### config.mk
export PLATFORM = sky130hd
export DESIGN_NAME = server_request_dispatcher
export DESIGN_NICKNAME = d
export VERILOG_FILES = /design/src/srd_pkg.sv /design/src/server_request_dispatcher.sv /design/src/srd_front.sv /design/src/srd_queue.sv /design/src/srd_back.sv
export SDC_FILE = /design/constraint.sdc
export NUM_CORES = 1
export LEC_CHECK = 0
export BUFFER_PORTS_ARGS = -buffer_cell sky130_fd_sc_hd__buf_2
export CAP_MARGIN = 5
export CORE_MARGIN = 2
export CORE_UTILIZATION = 55
export DETAILED_ROUTE_END_ITERATION = 12
export PLACE_DENSITY = 0.73
export SYNTH_ARGS = -nofsm -noshare
export SYNTH_HDL_FRONTEND = slang
export SYNTH_HIERARCHICAL = 1
export SYNTH_SLANG_ARGS = --single-unit
### constraint.sdc
create_clock -name clk -period 11.54 [get_ports clk]
set_clock_uncertainty 0.2 [all_clocks]
set_input_delay 0.577 -clock clk [delete_from_list [all_inputs] [get_ports clk]]
set_output_delay 0.577 -clock clk [all_outputs]
set_load 0.05 [all_outputs]
### src/srd_pkg.sv
package srd_pkg;

  // Field and register widths fixed by the interface
  localparam int RND_W     = 16;
  localparam int NUM_W     = 4;   // server_count register width
  localparam int WGT_W     = 8;
  localparam int WGT_N     = 8;   // weights carried by the weight register
  localparam int TOT_W     = 11;  // holds WGT_N * 255
  localparam int MODE_W    = 2;
  localparam int CFG_IDX_W = 2;
  localparam int CFG_W     = 64;
  localparam int OUT_SRV_W = 3;
  localparam int OUT_CNT_W = 32;
  localparam int OUT_TDATA_W = 40;

  localparam int QUEUE_DEPTH = 2;

  // Policy codes
  localparam logic [MODE_W-1:0] MODE_RR       = 2'd0;
  localparam logic [MODE_W-1:0] MODE_WEIGHTED = 2'd1;
  localparam logic [MODE_W-1:0] MODE_UNIFORM  = 2'd2;

  // Register indexes on the config port
  localparam logic [CFG_IDX_W-1:0] CFG_MODE    = 2'd0;
  localparam logic [CFG_IDX_W-1:0] CFG_COUNT   = 2'd1;
  localparam logic [CFG_IDX_W-1:0] CFG_WEIGHTS = 2'd2;

  localparam logic [CFG_W-1:0] WEIGHTS_RESET = 64'h0101_0101_0101_0101;

  typedef struct packed {
    logic [MODE_W-1:0] mode;
    logic [NUM_W-1:0]  count;
    logic [CFG_W-1:0]  weights;
  } srd_cfg_t;

  typedef struct packed {
    logic weight_error;
    logic batch_done;
  } srd_flags_t;

endpackage

### src/server_request_dispatcher.sv
// Request dispatcher: picks a server for each incoming request and keeps
// a saturating per-server request count.
//
// Channels:
//   s_axis  - one request per beat: tdata = random_value, tlast = end of batch.
//   m_axis  - one result per request, in request order: chosen server and
//             its updated count in tdata, weight error flag in tuser,
//             tlast echoes the end-of-batch mark.
//   cfg     - register writes (index 0 policy, 1 server count, 2 weights);
//             always ready, issue only while no request is in flight.
// Front: takes one request at a time. Round robin goes straight to the
//   push state; uniform and weighted random first run the 16-step
//   remainder unit, and weighted random then adds a pick step.
// Path: front, two-entry queue, back counter update, output register;
//   a zero weight total skips the remainder unit.
// Reset: clears all counters (per-entry written bits), the rotate pointer
//   and registers to round robin, one server, all weights 1.
// Stall: a held result stays in the output register; the back stops, the
//   two-entry queue fills, then the front stops and drops s_axis_tready.
module server_request_dispatcher #(
  parameter int MAX_SERVERS = 8,
  parameter int COUNT_WIDTH = 32
) (
  input  logic        clk,
  input  logic        rst,
  input  logic        s_axis_tvalid,
  output logic        s_axis_tready,
  input  logic [15:0] s_axis_tdata,   // [15:0] random_value
  input  logic        s_axis_tlast,   // end_of_batch
  output logic        m_axis_tvalid,
  input  logic        m_axis_tready,
  output logic [39:0] m_axis_tdata,   // [2:0] chosen_server, [34:3] served_total, zero pad
  output logic [0:0]  m_axis_tuser,   // [0] weight_error
  output logic        m_axis_tlast,   // batch_done
  input  logic        cfg_valid,
  output logic        cfg_ready,
  input  logic [1:0]  cfg_index,
  input  logic [63:0] cfg_data
);
  import srd_pkg::*;

  localparam int SRV_W = (MAX_SERVERS > 1) ? $clog2(MAX_SERVERS) : 1;
  localparam int Q_W   = SRV_W + $bits(srd_flags_t);

  srd_cfg_t cfg;

  // front -> queue
  logic             f_valid;
  logic             f_ready;
  logic [SRV_W-1:0] f_server;
  srd_flags_t       f_flags;

  // queue -> back
  logic             q_valid;
  logic             q_ready;
  logic [Q_W-1:0]   q_data;
  logic [SRV_W-1:0] q_server;
  srd_flags_t       q_flags;

  logic [OUT_SRV_W-1:0] o_server;
  logic [OUT_CNT_W-1:0] o_total;
  srd_flags_t           o_flags;

  // Config registers; unlisted indexes are dropped
  assign cfg_ready = 1'b1;

  always_ff @(posedge clk) begin
    if (rst) begin
      cfg.mode    <= MODE_RR;
      cfg.count   <= NUM_W'(1);
      cfg.weights <= WEIGHTS_RESET;
    end else if (cfg_valid && cfg_ready) begin
      case (cfg_index)
        CFG_MODE:    cfg.mode    <= cfg_data[MODE_W-1:0];
        CFG_COUNT:   cfg.count   <= cfg_data[NUM_W-1:0];
        CFG_WEIGHTS: cfg.weights <= cfg_data;
        default: ;
      endcase
    end
  end

  // Front: policy decode, remainder unit, weight scan, rotate pointer
  srd_front #(
    .MAX_SERVERS(MAX_SERVERS),
    .SRV_W      (SRV_W)
  ) u_front (
    .clk        (clk),
    .rst        (rst),
    .cfg        (cfg),
    .in_valid   (s_axis_tvalid),
    .in_ready   (s_axis_tready),
    .in_rnd     (s_axis_tdata),
    .in_last    (s_axis_tlast),
    .push_valid (f_valid),
    .push_ready (f_ready),
    .push_server(f_server),
    .push_flags (f_flags)
  );

  srd_queue #(
    .WIDTH(Q_W)
  ) u_queue (
    .clk       (clk),
    .rst       (rst),
    .push_valid(f_valid),
    .push_ready(f_ready),
    .push_data ({f_flags, f_server}),
    .pop_valid (q_valid),
    .pop_ready (q_ready),
    .pop_data  (q_data)
  );

  assign q_server = q_data[SRV_W-1:0];
  assign q_flags  = q_data[Q_W-1:SRV_W];

  // Back: counter memory update and output register
  srd_back #(
    .MAX_SERVERS(MAX_SERVERS),
    .SRV_W      (SRV_W),
    .COUNT_WIDTH(COUNT_WIDTH)
  ) u_back (
    .clk       (clk),
    .rst       (rst),
    .pop_valid (q_valid),
    .pop_ready (q_ready),
    .pop_server(q_server),
    .pop_flags (q_flags),
    .out_valid (m_axis_tvalid),
    .out_ready (m_axis_tready),
    .out_server(o_server),
    .out_total (o_total),
    .out_flags (o_flags)
  );

  assign m_axis_tdata = {5'b0, o_total, o_server};
  assign m_axis_tuser = o_flags.weight_error;
  assign m_axis_tlast = o_flags.batch_done;

endmodule

### src/srd_front.sv
module srd_front #(
  parameter int MAX_SERVERS = 8,
  parameter int SRV_W       = 3
) (
  input  logic                     clk,
  input  logic                     rst,
  input  srd_pkg::srd_cfg_t        cfg,
  input  logic                     in_valid,
  output logic                     in_ready,
  input  logic [srd_pkg::RND_W-1:0] in_rnd,
  input  logic                     in_last,
  output logic                     push_valid,
  input  logic                     push_ready,
  output logic [SRV_W-1:0]         push_server,
  output srd_pkg::srd_flags_t      push_flags
);
  import srd_pkg::*;

  localparam int CW = SRV_W + NUM_W;

  typedef enum logic [3:0] {
    F_IDLE = 4'b0001,
    F_DIV  = 4'b0010,
    F_PICK = 4'b0100,
    F_PUSH = 4'b1000
  } front_state_t;

  front_state_t state;
  logic [SRV_W-1:0] ptr;

  logic [RND_W-1:0] dividend;
  logic [TOT_W-1:0] rem;
  logic [TOT_W-1:0] divisor;
  logic [3:0]       step;
  logic             weighted;
  logic [SRV_W-1:0] server;
  srd_flags_t       flags;

  logic [NUM_W-1:0] n_used;
  logic [TOT_W-1:0] wlane [WGT_N];
  logic [TOT_W-1:0] prefix [WGT_N];
  logic [TOT_W-1:0] total;
  logic [SRV_W-1:0] pick;
  logic             found;
  logic [SRV_W-1:0] ptr_ok;
  logic [SRV_W-1:0] ptr_nxt;
  logic [TOT_W:0]   shifted;
  logic [TOT_W-1:0] rem_step;
  logic             is_weighted;
  logic             is_uniform;
  logic             accept;

  assign accept      = in_valid && in_ready;
  assign in_ready    = (state == F_IDLE);
  assign push_valid  = (state == F_PUSH);
  assign push_server = server;
  assign push_flags  = flags;

  assign is_weighted = (cfg.mode == MODE_WEIGHTED);
  assign is_uniform  = (cfg.mode == MODE_UNIFORM);

  // servers in use: zero reads as one, clipped at the build size
  always_comb begin
    if (cfg.count == '0) begin
      n_used = NUM_W'(1);
    end else if (int'(cfg.count) > MAX_SERVERS) begin
      n_used = NUM_W'(MAX_SERVERS);
    end else begin
      n_used = cfg.count;
    end
  end

  // running weight sums over the servers in use
  always_comb begin
    for (int i = 0; i < WGT_N; i++) begin
      wlane[i] = (NUM_W'(i) < n_used) ? TOT_W'(cfg.weights[i*WGT_W +: WGT_W]) : '0;
    end
    prefix[0] = wlane[0];
    for (int i = 1; i < WGT_N; i++) begin
      prefix[i] = prefix[i-1] + wlane[i];
    end
  end

  assign total = prefix[WGT_N-1];

  // first server whose running sum exceeds the remainder
  always_comb begin
    pick  = '0;
    found = 1'b0;
    for (int i = 0; i < WGT_N; i++) begin
      if (!found && (rem < prefix[i])) begin
        pick  = SRV_W'(i);
        found = 1'b1;
      end
    end
  end

  // round robin pointer, wrapped if the server count was lowered
  assign ptr_ok  = (CW'(ptr) >= CW'(n_used)) ? '0 : ptr;
  assign ptr_nxt = ((CW'(ptr_ok) + CW'(1)) >= CW'(n_used)) ? '0 : ptr_ok + SRV_W'(1);

  // one restoring step of the remainder
  assign shifted = {rem, dividend[RND_W-1]};
  always_comb begin
    if (shifted >= {1'b0, divisor}) begin
      rem_step = TOT_W'(shifted - {1'b0, divisor});
    end else begin
      rem_step = shifted[TOT_W-1:0];
    end
  end

  always_ff @(posedge clk) begin
    if (rst) begin
      state <= F_IDLE;
      ptr   <= '0;
    end else begin
      case (state)
        F_IDLE: begin
          if (accept) begin
            if (in_last) begin
              ptr <= '0;
            end else if (!is_weighted && !is_uniform) begin
              ptr <= ptr_nxt;
            end
            if (is_weighted) begin
              state <= (total == '0) ? F_PUSH : F_DIV;
            end else if (is_uniform) begin
              state <= F_DIV;
            end else begin
              state <= F_PUSH;
            end
          end
        end
        F_DIV: begin
          if (step == '0) begin
            state <= weighted ? F_PICK : F_PUSH;
          end
        end
        F_PICK: state <= F_PUSH;
        F_PUSH: begin
          if (push_ready) begin
            state <= F_IDLE;
          end
        end
        default: state <= F_IDLE;
      endcase
    end
  end

  always_ff @(posedge clk) begin
    case (state)
      F_IDLE: begin
        if (accept) begin
          flags.batch_done   <= in_last;
          flags.weight_error <= is_weighted && (total == '0);
          dividend <= in_rnd;
          rem      <= '0;
          step     <= '1;
          weighted <= is_weighted;
          divisor  <= is_weighted ? total : TOT_W'(n_used);
          server   <= (is_weighted || is_uniform) ? '0 : ptr_ok;
        end
      end
      F_DIV: begin
        rem      <= rem_step;
        dividend <= dividend << 1;
        step     <= step - 4'd1;
        if (step == '0 && !weighted) begin
          server <= SRV_W'(rem_step);
        end
      end
      F_PICK: server <= pick;
      default: ;
    endcase
  end

  a_busy_after_accept: assert property (@(posedge clk) disable iff (rst)
    accept |=> !in_ready)
    else $error("front took a second request while busy");

endmodule

### src/srd_queue.sv
module srd_queue #(
  parameter int WIDTH = 5
) (
  input  logic             clk,
  input  logic             rst,
  input  logic             push_valid,
  output logic             push_ready,
  input  logic [WIDTH-1:0] push_data,
  output logic             pop_valid,
  input  logic             pop_ready,
  output logic [WIDTH-1:0] pop_data
);
  import srd_pkg::*;

  localparam int DEPTH = QUEUE_DEPTH;
  localparam int PTR_W = (DEPTH > 1) ? $clog2(DEPTH) : 1;
  localparam int CNT_W = $clog2(DEPTH + 1);

  logic [WIDTH-1:0] entries [DEPTH];
  logic [PTR_W-1:0] wr_ptr;
  logic [PTR_W-1:0] rd_ptr;
  logic [CNT_W-1:0] count;
  logic             do_push;
  logic             do_pop;

  assign push_ready = (count != CNT_W'(DEPTH));
  assign pop_valid  = (count != '0);
  assign pop_data   = entries[rd_ptr];
  assign do_push    = push_valid && push_ready;
  assign do_pop     = pop_valid && pop_ready;

  always_ff @(posedge clk) begin
    if (rst) begin
      wr_ptr <= '0;
      rd_ptr <= '0;
      count  <= '0;
    end else begin
      if (do_push) begin
        wr_ptr <= (wr_ptr == PTR_W'(DEPTH - 1)) ? '0 : wr_ptr + PTR_W'(1);
      end
      if (do_pop) begin
        rd_ptr <= (rd_ptr == PTR_W'(DEPTH - 1)) ? '0 : rd_ptr + PTR_W'(1);
      end
      if (do_push && !do_pop) begin
        count <= count + CNT_W'(1);
      end else if (do_pop && !do_push) begin
        count <= count - CNT_W'(1);
      end
    end
  end

  always_ff @(posedge clk) begin
    if (do_push) begin
      entries[wr_ptr] <= push_data;
    end
  end

  a_fill_tracks_push: assert property (@(posedge clk) disable iff (rst)
    (do_push && !do_pop) |=> (count == $past(count) + CNT_W'(1)))
    else $error("queue fill level lost a push");

endmodule

### src/srd_back.sv
module srd_back #(
  parameter int MAX_SERVERS = 8,
  parameter int SRV_W       = 3,
  parameter int COUNT_WIDTH = 32
) (
  input  logic                          clk,
  input  logic                          rst,
  input  logic                          pop_valid,
  output logic                          pop_ready,
  input  logic [SRV_W-1:0]              pop_server,
  input  srd_pkg::srd_flags_t           pop_flags,
  output logic                          out_valid,
  input  logic                          out_ready,
  output logic [srd_pkg::OUT_SRV_W-1:0] out_server,
  output logic [srd_pkg::OUT_CNT_W-1:0] out_total,
  output srd_pkg::srd_flags_t           out_flags
);
  import srd_pkg::*;

  typedef enum logic [1:0] {
    B_IDLE = 2'b01,
    B_UPD  = 2'b10
  } back_state_t;

  back_state_t state;

  logic [COUNT_WIDTH-1:0] counts [MAX_SERVERS];
  logic [MAX_SERVERS-1:0] written;
  logic [COUNT_WIDTH-1:0] rd_data;
  logic                   rd_written;
  logic [SRV_W-1:0]       cur_server;
  srd_flags_t             cur_flags;

  logic [COUNT_WIDTH-1:0] cnt_cur;
  logic [COUNT_WIDTH-1:0] cnt_inc;
  logic                   take;
  logic                   load_out;
  logic                   cnt_we;

  assign pop_ready = (state == B_IDLE);
  assign take      = pop_valid && pop_ready;
  assign load_out  = (state == B_UPD) && (!out_valid || out_ready);
  assign cnt_we    = load_out && !cur_flags.weight_error;

  // an entry never written since reset counts as zero
  assign cnt_cur = rd_written ? rd_data : '0;
  assign cnt_inc = (&cnt_cur) ? cnt_cur : cnt_cur + COUNT_WIDTH'(1);

  always_ff @(posedge clk) begin
    if (rst) begin
      state     <= B_IDLE;
      out_valid <= 1'b0;
      written   <= '0;
    end else begin
      if (load_out) begin
        out_valid <= 1'b1;
      end else if (out_valid && out_ready) begin
        out_valid <= 1'b0;
      end
      case (state)
        B_IDLE: begin
          if (take) begin
            state <= B_UPD;
          end
        end
        B_UPD: begin
          if (load_out) begin
            state <= B_IDLE;
          end
        end
        default: state <= B_IDLE;
      endcase
      if (cnt_we) begin
        written[cur_server] <= 1'b1;
      end
    end
  end

  // counter memory: one registered read and at most one write per request (none on a weight error)
  always_ff @(posedge clk) begin
    if (take) begin
      rd_data    <= counts[pop_server];
      rd_written <= written[pop_server];
      cur_server <= pop_server;
      cur_flags  <= pop_flags;
    end
    if (cnt_we) begin
      counts[cur_server] <= cnt_inc;
    end
  end

  always_ff @(posedge clk) begin
    if (load_out) begin
      out_server <= OUT_SRV_W'(cur_server);
      out_total  <= cur_flags.weight_error ? '0 : OUT_CNT_W'(cnt_inc);
      out_flags  <= cur_flags;
    end
  end

  a_error_fields_zero: assert property (@(posedge clk) disable iff (rst)
    (out_valid && out_flags.weight_error) |-> (out_total == '0 && out_server == '0))
    else $error("weight error result carries a server or count");

  a_no_write_on_error: assert property (@(posedge clk) disable iff (rst)
    ((state == B_UPD) && cur_flags.weight_error) |-> !cnt_we)
    else $error("counter written for a zero-weight request");

endmodule
==> Word level (Yosys, flattened, before mapping) <==
Memories as Yosys holds them, arrays and structs flattened. A register that Yosys moved wholly into a read port is not among the register bits.
Index checks and enable logic that the tools add are counted.
{ "word_totals": {"in_bits": 88, "regBits": 183, "out_inout_bits": 45, "n_memories": 2, "mem_bits_rw": 266} }
{ "classes": {"addsub": 16, "reduce_logical": 55, "n_bitwise": 1, "order_cmp": 23, "n_eq_ne": 17, "n_mux": 69} }
{ "mem_list": {"columns": ["memory", "words", "word_bits", "rd", "rd_clocked_by_memory_dff", "wr", "line", "rtl"], "rows": [
  ["u_back.counts", 8, 32, 1, 1, 1, "srd_back.sv:27", "logic [COUNT_WIDTH-1:0] counts [MAX_SERVERS];"],
  ["u_queue.entries", 2, 5, 1, 1, 1, "srd_queue.sv:19", "logic [WIDTH-1:0] entries [DEPTH];"]
]} }
{ "op_table": {"columns": ["op", "n"], "rows": [
  ["11-bit < comparator", 7],
  ["11-bit adder", 6],
  ["32-bit 2-to-1 mux", 2],
  ["8-bit 2-to-1 mux", 8],
  ["4-bit 2-to-1 mux", 11],
  ["3-bit 2-to-1 mux", 11],
  ["32-bit by 1-bit adder with 32-bit output, second input constant", 1],
  ["16-bit case mux with 2 select lines", 1],
  ["32-bit AND reduction", 1],
  ["11-bit 2-to-1 mux", 2],
  ["11-bit case mux with 2 select lines", 1],
  ["1-bit 2-to-1 mux", 20],
  ["1-bit logical AND", 19],
  ["3-bit by 4-bit < comparator with 1-bit output, first input constant", 4],
  ["16-bit 2-to-1 mux", 1],
  ["4-bit case mux with 4 select lines", 1],
  ["1-bit zero test", 14],
  ["12-bit by 11-bit greater-or-equal comparator with 1-bit output", 1],
  ["2-bit 2-to-1 mux", 6],
  ["2-bit AND reduction", 6],
  ["11-bit by 8-bit adder with 11-bit output", 1],
  ["11-bit zero test", 1],
  ["11-bit by 8-bit < comparator with 1-bit output", 1],
  ["11-bit subtractor", 1],
  ["other kinds (33)", 54]
]} }

==> Depth between registers and ports, before layout <==
Gate-level depths: netlist (run 1).
{ "depth": {"depth_word": 29, "mapped_depth": 45, "ltp_nobuf": 44} }

==> Cells and area by module <==
The synthesis (run 1) kept the hierarchy.
{ "modules_own_cells": {"columns": ["module", "instances", "area_per_inst_um2", "seq_area_each_um2", "cells_per_inst"], "rows": [
  ["srd_back", 1, 13790.7, 10159.7, 748],
  ["srd_front", 1, 8096.5, 1581.5, 991],
  ["server_request_dispatcher", 1, 3128.0, 1401.3, 308],
  ["srd_queue", 1, 579.3, 400.4, 39]
]} }

==> Least setup slack after synthesis (run 1) <==
OpenSTA, ideal clock, no wires.
{ "synth_timing": {"kind": "reg-to-reg", "start": "reg cfg[67] (netlist name)", "end": "reg u_front.server[1] (netlist: u_front/push_server[1]) (data pin)", "stages_incl_launch_ff": 44, "setup_ns": 0.261, "t_required_ns": 11.079, "n_path_buf": 1, "arrival_ns": 8.317, "path_slack_ns": 2.762, "cell_sequence": "dfxtp_1 buf_2 nor3_1 nor2b_1 ha_1 inv_1 fa_1 inv_1 ha_1 a21o_1 a21oi_1 nor2b_1 o21a_1 nor2_1 xnor2_1 ha_1 o21ai_0 a21oi_1 [8 not listed] or3_1 nand2_1 xor2_1 ha_1 a21oi_1 a21oi_1 and3_1 or4_4 nand2_2 nor3_2 xnor2_1 inv_1 ha_1 nand2_1 o21ai_0 nand2_1 a311o_1 a221o_1"} }
{ "synth_via": {"elab_chain_cells": 29, "elab_cells_between_ends": 67} }
{ "synth_rtl": {"columns": ["item", "line", "rtl"], "rows": [
  ["4-bit greater-than comparator", "srd_front.sv:66", "end else if (int'(cfg.count) > MAX_SERVERS) begin"],
  ["4-bit 2-to-1 mux", "srd_front.sv:66", null],
  ["4-bit 2-to-1 mux (*)", "srd_front.sv:64", "if (cfg.count == '0) begin"],
  ["branches (longest 25 deep; another with 11-bit adder)", null, null],
  ["3-bit case mux with 3 select lines (*)", "srd_front.sv:151", "case (state)"],
  ["end signal: assignment", "srd_front.sv:161", "server <= (is_weighted || is_uniform) ? '0 : ptr_ok;"],
  ["end signal: assignment", "srd_front.sv:169", "server <= SRV_W'(rem_step);"],
  ["end signal: assignment", "srd_front.sv:172", "F_PICK: server <= pick;"],
  ["end: declaration", "srd_front.sv:36", "logic [SRV_W-1:0] server;"]
]} }
Mark *: on every way between the ends. The select of a mux whose other input is x is not followed.
A chain may end at the register's enable or synchronous reset.

==> Final worst setup path (run 1) <==
{ "layout_timing": {"start": "reg cfg[67] (netlist name)", "end": "reg u_front.server[1] (netlist: u_front/push_server[1]) (data pin)"} }
{ "layout_via": {"elab_chain_cells": 29, "elab_cells_between_ends": 67} }
{ "layout_rtl": {"columns": ["item", "line"], "rows": [
  ["4-bit greater-than comparator", "srd_front.sv:66"],
  ["4-bit 2-to-1 mux", "srd_front.sv:66"],
  ["4-bit 2-to-1 mux (*)", "srd_front.sv:64"],
  ["branches (longest 25 deep; another with 11-bit adder)", null],
  ["3-bit case mux with 3 select lines (*)", "srd_front.sv:151"]
]} }
Marked as above.

==> run summary, run 1 <==
FF-to-FF setup slack: 1.78 ns
Cell depth of the worst setup path: 43
Total CTS buffers: 49
# diodes: 0
Fraction of synthesis flops using an asynchronous set or reset pin: 0%
Power density over the cells: 173 nW/um2
Most area-consuming cells after synthesis: sky130_fd_sc_hd__edfxtp_1, sky130_fd_sc_hd__ha_1, sky130_fd_sc_hd__dfxtp_1
FF-to-FF Start: cfg[67]
Cell at the slowest stage of the critical path: sky130_fd_sc_hd__nor3_1
Drt drc: 0
Global-route wire length before repair: 87.7 mm
Final Routed Wirelength: 55.9 mm
WP data required: 11.69 ns
Launching instance or port of the critical path: cfg[67]
Number of global-route vias before repair: 16500
Share of the clock period used by the worst path after layout: 84.6%
Clk Tree Root Cell: sky130_fd_sc_hd__clkbuf_16
Area share of the largest cell type after synthesis: 45.6%
Final TNS setup: 0 ns
Max H-tree Level: 2
Leak: 10.7 nW
Yosys warning total: 6
Detailed Route Iter0 Violations: 984
Routability congestion estimate from global placement: 0.933
Pin slew with the least headroom to its limit: 1.17 ns
Number of buffers on the longest clock path: 3
Number of buffers added on ports: 126
Clock tree from TritonCTS: yes
Die Wd: 220 um
Non-filler instance count after layout: 2848
Total Routing Usage GR: 23.5%
Inst Count DP: 2757
Number of core rows: 79
Flops & latches, synth: 482
Max-cap viol count: 0
Clock slew at the register clock pins of the worst setup and hold paths: 0.07 ns
Startpoint type of the worst setup path: register
Detail-routed via count per cell: 5.77
Area growth, synth to finish: 11.2%
Post-CTS Setup Bufs: 0
Number of synthesized flops with an enable pin: 389
IR drop worst, VDD: 153 uV
CP max stage delay: 0.65 ns
RR Endpoint: u_front/push_server[1]
Gate family responsible for the most delay along the worst path: simple AND/OR/NAND/NOR gates
Tmin final: 9.76 ns
Cell type contributing the most total cell area after synthesis: sky130_fd_sc_hd__edfxtp_1
Clock insertion delay at the later pin of the skew report: 0.60 ns
Type of destination of the critical path: register
Die area: 48300 um2
Top-level port count: 133
Buffers plus inverters on the worst setup path: 4
Setup repair after global routing missed its margin: no
Mapped Avg Cell Area: 12.3 um2
Most common flop cell mapped by yosys: sky130_fd_sc_hd__edfxtp_1
Final setup viols: 0
Antenna violations before repair: 0
Mapped cell area: 25600 um2
GRT Residual Overflow: 0
Number of routed nets with antenna violations: 0
Final net count: 2448
Number of max-slew violations in the final report: 0
Height of the die: 220 um
Final Hold Violating Endpoints: 0
Crit Path Max Fanout: 22
Normalized max-slew margin: 21.5%
Pre-antenna DRT Iters: 5
Min-Delay Path Class: primary input to register
Number of sinks handled by clock tree synthesis: 482
Routed len/inst: 19.6 um
Number of standard cells after synthesis: 2086
Layout cells sized above 1: 17.9%
Initial Util: 55.3%
Vias after detailed routing: 16400
Post-synthesis sequential area ratio: 52.9%
Endpoint of the worst setup timing path: u_front/push_server[1]
Cell mode on critical path: sky130_fd_sc_hd__ha_1
Total core area: 46300 um2
Worst path arrival time: 9.91 ns
Final HPWL from detailed placement: 37.8 mm
Result of the run: finished clean
Maximum clock rate: 0.102 GHz
R2r worst-path depth: 43
Maximum number of pins on one net before global-route repair: 117
Number of distinct library cells after synthesis: 93
WS Path Type: register to register
Total power consumption of the routed design: 4.94 mW
[metal layers]
metal	global-route usage [%]	up-vias	wire length (um)
met5	0	-	0
met4	8.52	0	1770
met3	2.86	113	2570
met2	43.1	455	29000
met1	28.3	8003	22600
li1	-	7852	-
[final cells by class]
| class | count | area, um2 |
|---|---|---|
| fillers | 3573 | 17800 |
| flip-flops and latches | 482 | 13500 |
| multi-input cells | 1408 | 11300 |
| clock buffers | 60 | 1280 |
| repair buffers | 146 | 786 |
| well taps | 607 | 759 |
| inverters | 115 | 432 |
| clock inverters | 30 | 405 |
[stage by stage]
| step | hold slack, ns | util [%] | setup WS [ns] | area (um2) |
|---|---|---|---|---|
| floorplan | 0.200 | - | 2.76 | 25600 |
| global placement | 0.210 | 57.9 | 2.01 | 26800 |
| detailed placement | 0.229 | 57.9 | 1.82 | 26800 |
| CTS | 0.00735 | 61.5 | 1.79 | 28500 |
| global route | 0.0264 | 61.5 | 1.08 | 28500 |
| finish | 0.0337 | 61.5 | 1.78 | 28500 |
[placed cells by master, fill, tap and decap left out, drive strengths merged, types with 18 or more instances in the layout]
master	instances
or3	18
edfxtp	389
nand2b	148
mux4	66
dfxtp	93
nor2	128
and2	31
clkbuf	60
mux2i	77
mux2	48
ha	150
xnor2	50
nand2	131
nor3	32
inv	117
xor2	18
nor2b	67
a21oi	99
nand3	28
o21ai	57
a21o	64
clkinv	19
buf	145
[registers in the layout (all words and copies together), names as in the netlist, 4 cells and up, named ones only]
register,flops
u_back/counts,256
cfg,70
u_queue/entries,10
u_front/divisor,11
u_front/rem,11
u_back/out_total,32
u_back/rd_data,32
u_back/written,8
u_front/state,4
u_front/step,4
u_front/dividend,16
[worst min-delay path by stage]
stage          slack [ns]                   to                 from  cells past startpoint
2_1_floorplan        0.20  u_back/out_flags[0]  u_back/cur_flags[0]                      0
3_3_place_gp         0.21  u_back/out_flags[0]  u_back/cur_flags[0]                      0
3_5_place_dp         0.23  u_back/out_flags[0]  u_back/cur_flags[0]                      0
4_1_cts             0.007              cfg[55]         cfg_data[55]                      3
5_1_grt              0.03              cfg[55]         cfg_data[55]                      3
6_report             0.03              cfg[55]         cfg_data[55]                      3
[cell families (layout without fill, tap and decap cells)]
group | after synthesis | after routing | synth area share (%)
and+or+nand+nor | 664 | 664 | 14.1
xor gates and xnor gates | 68 | 68 | 2.39
adders and majority gates | 158 | 158 | 7.96
DFF | 482 | 482 | 52.9
AOI/OAI and AO/OA | 321 | 321 | 8.30
muxes | 191 | 191 | 11.0
other | 2 | 6 | 0.0293
buffers and inverters | 200 | 351 | 3.39
[what timing repair did]
| action | 4_1_cts | 5_1_grt |
|---|---|---|
| endpoints found under the hold margin | 1 | 0 |
| hold buffers | 1 | 0 |
| gates resized for setup | 0 | 0 |
[report_power, final]
group / leakage [nW] / switching, mW / internal, mW / total (mW)
Combinational: 5.49 / 0.625 / 0.432 / 1.06
Sequential: 4.33 / 0.120 / 2.12 / 2.24
Clock: 0.828 / 0.667 / 0.975 / 1.64
Total: 10.7 / 1.41 / 3.52 / 4.94
[worst register-to-register path: cells and delay by family (launching register included)]
kind	cells	cell delay [ns]
and+or+nand+nor	13	2.56
DFF	1	0.30
adders and majority gates	8	2.46
AOI/OAI and AO/OA	13	2.55
xor gates and xnor gates	5	0.98
buffers and inverters	4	0.47
[synth_stat cells, types with 8 or more instances]
library cell,count
sky130_fd_sc_hd__o21ai_0,55
sky130_fd_sc_hd__buf_2,12
sky130_fd_sc_hd__a21o_1,63
sky130_fd_sc_hd__nor3_1,29
sky130_fd_sc_hd__nand3_1,28
sky130_fd_sc_hd__nor2b_1,64
sky130_fd_sc_hd__ha_1,150
sky130_fd_sc_hd__fa_1,8
sky130_fd_sc_hd__o21bai_1,8
sky130_fd_sc_hd__or2_2,13
sky130_fd_sc_hd__mux2i_1,77
sky130_fd_sc_hd__o21a_1,15
sky130_fd_sc_hd__nand2b_1,148
sky130_fd_sc_hd__and2_1,31
sky130_fd_sc_hd__clkbuf_1,48
sky130_fd_sc_hd__xnor2_1,50
sky130_fd_sc_hd__buf_4,9
sky130_fd_sc_hd__a21boi_0,12
sky130_fd_sc_hd__nor2_1,128
sky130_fd_sc_hd__mux2_2,46
sky130_fd_sc_hd__and3_1,10
sky130_fd_sc_hd__mux4_2,66
sky130_fd_sc_hd__xor2_1,16
sky130_fd_sc_hd__nand2_1,129
sky130_fd_sc_hd__or3_1,17
sky130_fd_sc_hd__nand4_1,14
sky130_fd_sc_hd__a21oi_1,95
sky130_fd_sc_hd__buf_6,9
sky130_fd_sc_hd__dfxtp_1,93
sky130_fd_sc_hd__edfxtp_1,389
sky130_fd_sc_hd__inv_1,114
sky130_fd_sc_hd__nor4_1,9
sky130_fd_sc_hd__a211oi_1,10
(Power assumes the default switching activity.)
==> inputs of run 2 (changes only) <==
--- a/config.mk
+++ b/config.mk
@@ -5,12 +5,13 @@
 export SDC_FILE = /design/constraint.sdc
 export NUM_CORES = 1
 export LEC_CHECK = 0
+export ABC_AREA = 1
 export BUFFER_PORTS_ARGS = -buffer_cell sky130_fd_sc_hd__buf_2
 export CAP_MARGIN = 5
 export CORE_MARGIN = 2
 export CORE_UTILIZATION = 55
 export DETAILED_ROUTE_END_ITERATION = 12
-export PLACE_DENSITY = 0.73
+export PLACE_DENSITY = 0.76
 export SYNTH_ARGS = -nofsm -noshare
 export SYNTH_HDL_FRONTEND = slang
 export SYNTH_HIERARCHICAL = 1
==> constraint.sdc (replaced) <==
create_clock -name clk -period 8.07 [get_ports clk]
set_clock_uncertainty 0.2 [all_clocks]
set_input_delay 0.4035 -clock clk [delete_from_list [all_inputs] [get_ports clk]]
set_output_delay 0.4035 -clock clk [all_outputs]
set_load 0.05 [all_outputs]
==> run summary, run 2 <==
Total power consumption of the routed design: 7.93 mW
Number of max-slew violations in the final report: 0
Antenna violations before repair: 0
Clock tree from TritonCTS: yes
Number of distinct library cells after synthesis: 61
Die area: 48900 um2
Initial Util: 55.7%
Most area-consuming cells after synthesis: sky130_fd_sc_hd__edfxtp_1, sky130_fd_sc_hd__nand2_1, sky130_fd_sc_hd__ha_1
Type of destination of the critical path: register
FF-to-FF setup slack: 0.22 ns
Clock insertion delay at the later pin of the skew report: 0.59 ns
Most frequent cells in the layout: sky130_fd_sc_hd__nand2_1, sky130_fd_sc_hd__nor2_1, sky130_fd_sc_hd__edfxtp_1
Layout cells sized above 1: 18.8%
Yosys warning total: 6
Mapped Avg Cell Area: 9.00 um2
WS Path Type: register to register
Mapped cell area: 25900 um2
Sw frac: 34.8%
Non-filler instance count after layout: 3828
Pre-antenna DRT Iters: 5
Vias after detailed routing: 20900
Maximum clock rate: 0.127 GHz
Number of buffers added on ports: 126
Routability congestion estimate from global placement: 0.874
Number of core rows: 79
Tmin final: 7.85 ns
Power density over the cells: 254 nW/um2
Total core area: 46600 um2
Number of routed nets with antenna violations: 0
Most common flop cell mapped by yosys: sky130_fd_sc_hd__edfxtp_1
Fin util: 66.9%
RR Endpoint: u_front/push_server[1]
Crit Path Max Fanout: 5
Cell mode on critical path: sky130_fd_sc_hd__nand2_1
Number of standard cells after synthesis: 2883
Clk Tree Root Cell: sky130_fd_sc_hd__clkbuf_16
Endpoint of the worst setup timing path: u_front/push_server[1]
Total non-filler cell area in the finished layout: 31100 um2
Total Routing Usage GR: 26.4%
Drt drc: 0
WP data required: 8.21 ns
Cell at the slowest stage of the critical path: sky130_fd_sc_hd__fa_2
Min-Delay Path Class: primary input to register
Detailed Route Iter0 Violations: 1648
Max-cap viol count: 0
Share of total power in combinational logic: 30.4%
Startpoint type of the worst setup path: register
Flops & latches, synth: 482
Registers with the most flip-flops: u_back/counts: 256 flops, cfg: 70 flops
Worst path arrival time: 7.99 ns
# diodes: 0
FF-to-FF Start: cfg[66]
Inst Count DP: 3602
Detail-routed via count per cell: 5.47
Post-synthesis sequential area ratio: 52.2%
Number of global-route vias before repair: 20700
GRT Residual Overflow: 0
Area growth, synth to finish: 20.1%
Area share of the largest cell type after synthesis: 45.0%
Leading post-synthesis cells by instance count: sky130_fd_sc_hd__nand2_1, sky130_fd_sc_hd__nor2_1, sky130_fd_sc_hd__edfxtp_1
Height of the die: 221 um
Final HPWL from detailed placement: 41.6 mm
Fill cell count: 3508
Final setup viols: 0
R2r worst-path depth: 49
Fraction of synthesis flops using an asynchronous set or reset pin: 0%
Clk pwr share: 27.2%
Max FFs per register: 256
Cell type contributing the most total cell area after synthesis: sky130_fd_sc_hd__edfxtp_1
Top-level port count: 133
Most common cell after layout, fill and taps aside: sky130_fd_sc_hd__nand2_1
Leak: 13.5 nW
Normalized max-slew margin: 28.5%
Internal power: 5.17 mW
Most repeated cell in the gate-level netlist after synthesis: sky130_fd_sc_hd__nand2_1
Clock slew at the register clock pins of the worst setup and hold paths: 0.06 ns
Number of buffers on the longest clock path: 3
Maximum number of pins on one net before global-route repair: 98
Global-route wire length before repair: 104 mm
Final Routed Wirelength: 66.4 mm
Launching instance or port of the critical path: cfg[66]
Reg with most FFs: u_back/counts
Number of sinks handled by clock tree synthesis: 482
Pin slew with the least headroom to its limit: 1.07 ns
CP max stage delay: 0.57 ns
Result of the run: finished clean
Final Hold Violating Endpoints: 0
Number of synthesized flops with an enable pin: 389
Dpl cell area: 27500 um2
Register share of total power: 42.4%
Die Wd: 221 um
Final net count: 3427
Max H-tree Level: 2
Switching Power: 2.76 mW
IR drop worst, VDD: 319 uV
Share of the clock period used by the worst path after layout: 97.3%
Routed len/inst: 17.3 um
Total CTS buffers: 49
## run 2: power groups by stage
stage,combinational (mW),clock [mW],sequential (mW)
floorplan,1.58,0,3.36
global placement,2.11,0,3.40
detailed placement,2.20,0,3.40
CTS,2.28,2.18,3.36
global route,2.69,2.29,3.38
finish,2.41,2.15,3.36
## run 2: worst min path at each step
stage / startpoint / endpoint / slack, ns / cells after the start
after detailed placement: u_back/cur_server[0] / u_back/out_server[0] / 0.24 / 0
after CTS: rst / u_back/written[4] / 0.03 / 2
final: rst / u_back/written[4] / 0.05 / 2
after global placement: u_back/cur_flags[0] / u_back/out_flags[0] / 0.23 / 0
after global routing: rst / u_back/written[4] / 0.05 / 2
after floorplan: u_back/cur_flags[0] / u_back/out_flags[0] / 0.20 / 0
## run 2: final cells by class
| cell class | instances | area (um2) | area share (%) |
|---|---|---|---|
| clock inverters | 32 | 219 | 0.703 |
| flip-flops and latches | 482 | 13500 | 43.5 |
| clock buffers | 59 | 1310 | 4.22 |
| well taps | 607 | 759 | 2.44 |
| multi-input cells | 1909 | 11300 | 36.3 |
| repair buffers | 351 | 2540 | 8.17 |
| inverters | 388 | 1470 | 4.71 |
## run 2: kinds of logic after synthesis
family / after synthesis / share of synthesized area [%]
simple gates: 1271 / 21.1
fa+ha+maj: 158 / 7.85
flops: 482 / 52.2
other cells: 2 / 0.0289
buf+inv: 496 / 7.80
compound gates: 418 / 9.04
xor+xnor: 51 / 1.72
mux: 5 / 0.217
## run 2: repair_timing
action / CTS / global route
gates cloned: 0 / 0
hold buffers: 85 / 0
hold endpoints to repair: 88 / 0
pin swaps: 20 / 96
resized for setup: 32 / 140
endpoints found under the setup margin: 3 / 4
setup buffers: 23 / 28
## run 2: critical path, delay by kind of cell, from the launching register on
kind	cells	cell delay, ns
fa+ha+maj	9	2.73
simple gates	19	1.61
compound gates	6	0.93
xor+xnor	5	1.07
flops	1	0.35
buf+inv	10	0.73
## run 2: stage by stage
stage / hold slack (ns) / setup WS [ns] / setup TNS, ns
2_1_floorplan: 0.200 / 0.0888 / 0
3_3_place_gp: 0.229 / -0.0502 / -0.0977
3_5_place_dp: 0.236 / -0.315 / -0.730
4_1_cts: 0.0275 / 0.00813 / 0
5_1_grt: 0.0537 / -0.179 / -0.459
6_report: 0.0526 / 0.218 / 0
## run 2: metal layers
layer / vias up / GRT usage, % / wire length (um)
met2: 773 / 46.6 / 33100
met1: 9919 / 33.4 / 27100
met5: - / 0 / 0
li1: 10100 / - / -
met4: 0 / 9.05 / 2100
met3: 156 / 3.45 / 4040
==> inputs of run 3 (changes only) <==
--- a/config.mk
+++ b/config.mk
@@ -12,6 +12,7 @@
 export CORE_UTILIZATION = 55
 export DETAILED_ROUTE_END_ITERATION = 12
 export PLACE_DENSITY = 0.76
+export SETUP_SLACK_MARGIN = 0.4
 export SYNTH_ARGS = -nofsm -noshare
 export SYNTH_HDL_FRONTEND = slang
 export SYNTH_HIERARCHICAL = 1
==> run summary, run 3 (same netlist as run 2, synthesis figures left out) <==
Leak: 13.6 nW
Number of buffers on the longest clock path: 3
Inst Count DP: 3571
Number of core rows: 79
Clock insertion delay at the later pin of the skew report: 0.60 ns
Max-cap viol count: 0
Met1 WL: 27.0 mm
Number of buffers added on ports: 126
Final setup viols: 0
Area growth, synth to finish: 21.0%
Reg with most FFs: u_back/counts
Max H-tree Level: 2
Detail-routed via count per cell: 5.53
Die Wd: 221 um
Total core area: 46600 um2
Fill cell count: 3337
Most common cell after layout, fill and taps aside: sky130_fd_sc_hd__nand2_1
Final net count: 3428
Detailed Route Iter0 Violations: 1756
Share of the clock period used by the worst path after layout: 99.0%
Drt drc: 0
CP max stage delay: 0.56 ns
Worst path arrival time: 8.14 ns
Routed len/inst: 17.9 um
Tmin final: 7.99 ns
Final Hold Violating Endpoints: 0
Pre-antenna DRT Iters: 6
Pin slew with the least headroom to its limit: 1.18 ns
# diodes: 0
WP data required: 8.22 ns
Number of sinks handled by clock tree synthesis: 482
Crit Path Max Fanout: 4
GRT Residual Overflow: 0
Startpoint type of the worst setup path: register
Clock slew at the register clock pins of the worst setup and hold paths: 0.06 ns
Maximum clock rate: 0.125 GHz
WS Path Type: register to register
Registers with the most flip-flops: u_back/counts: 256 flops, cfg: 70 flops
Routability congestion estimate from global placement: 0.913
Number of routed nets with antenna violations: 0
Height of the die: 221 um
Power density over the cells: 258 nW/um2
Met3 Wirelength: 5.10 mm
Top-level port count: 133
IR drop worst, VDD: 208 uV
Highest layer used for signal routing: met4
Number of global-route vias before repair: 21400
Antenna violations before repair: 0
Total CTS buffers: 49
Clock tree from TritonCTS: yes
Die area: 48900 um2
Most frequent cells in the layout: sky130_fd_sc_hd__nand2_1, sky130_fd_sc_hd__nor2_1, sky130_fd_sc_hd__edfxtp_1
Area taken by flip-flops and latches: 13500 um2
Worst setup timing slack at the placement stage: -0.202 ns
Cell at the slowest stage of the critical path: sky130_fd_sc_hd__fa_2
Area of combinational cells with multiple inputs: 11500 um2
Clk Tree Root Cell: sky130_fd_sc_hd__clkbuf_16
Normalized max-slew margin: 21.4%
Maximum number of pins on one net before global-route repair: 101
Type of destination of the critical path: register
Final HPWL from detailed placement: 42.3 mm
Final Routed Wirelength: 68.6 mm
Number of max-slew violations in the final report: 0
Detailed route wirelength on metal2: 33.9 mm
Slack of the critical path: 0.0847 ns
Result of the run: finished clean
Initial Util: 55.7%
Layout cells sized above 1: 19.5%
Min-Delay Path Class: primary input to register
Vias after detailed routing: 21200
Setup repair after global routing missed its margin: yes
Max FFs per register: 256
Global-route wire length before repair: 108 mm
Total Routing Usage GR: 27.4%
Non-filler instance count after layout: 3825
Cell mode on critical path: sky130_fd_sc_hd__inv_2
## run 3: cell types whose count changed in the layout (fill, tap and decap cells not counted), sizes merged
cell	previous run	this run
clkinv	33	22
buf	266	267
inv	385	386
clkinvlp	1	2
clkbuf	59	61
bufinv	1	4
## run 3: layout make-up
cell class | instances | area share (%)
Inverter | 388 | 4.66
Clock buffer | 61 | 4.21
Tap cell | 607 | 2.42
Multi-Input combinational cell | 1909 | 36.5
Timing Repair Buffer | 352 | 8.17
Clock inverter | 26 | 0.889
Sequential cell | 482 | 43.2
## run 3: worst max-delay path: cells and delay by family (launching register included)
family	cells	cell delay, ns
compound gates	5	0.62
xor+xnor	4	0.89
fa+ha+maj	9	3.11
buf+inv	12	0.82
flops	1	0.35
simple gates	20	1.74
## run 3: through the flow
stage | total power [mW] | utilization [%] | hold WS, ns | cell area, um2 | TNS [ns]
4_1_cts | 8.02 | 66.3 | 0.0232 | 30900 | 0
6_report | 8.11 | 67.4 | 0.0534 | 31400 | 0
2_1_floorplan | 4.95 | - | 0.200 | 26000 | 0
3_3_place_gp | 5.49 | 58.7 | 0.227 | 27300 | 0
5_1_grt | 8.52 | 67.4 | 0.0691 | 31400 | -0.941
3_5_place_dp | 5.60 | 58.7 | 0.231 | 27300 | -0.506
## run 3: worst paths after layout
check / cells past startpoint / startpoint / to / slack [ns]
setup / recovery: 50 / cfg[67] / u_front/push_server[2] / 0.08
hold / removal: 2 / rst / u_back/written[4] / 0.05
setup reg to reg: 50 / cfg[67] / u_front/push_server[2] / 0.08
hold reg to reg: 0 / u_back/cur_flags[0] / u_back/out_flags[0] / 0.24
## run 3: metal layers
| metal | vias up | track usage [%] |
|---|---|---|
| met1 | 9992 | 34.4 |
| met3 | 195 | 4.33 |
| li1 | 10100 | - |
| met5 | - | 0 |
| met2 | 882 | 47.8 |
| met4 | 0 | 10.4 |
## run 3: report_power, final
part / switching, mW / leakage (nW) / internal (mW) / total, mW
Sequential: 0.195 / 4.34 / 3.17 / 3.37
Clock: 0.964 / 0.785 / 1.30 / 2.26
Combinational: 1.65 / 8.44 / 0.829 / 2.48
## run 3: repair_timing
action / 4_1_cts / 5_1_grt
hold buffers: 85 / 0
endpoints found under the hold margin: 91 / 0
pin swaps: 88 / 83
endpoints found under the setup margin: 3 / 7
resized for setup: 106 / 82
setup buffers: 68 / 14
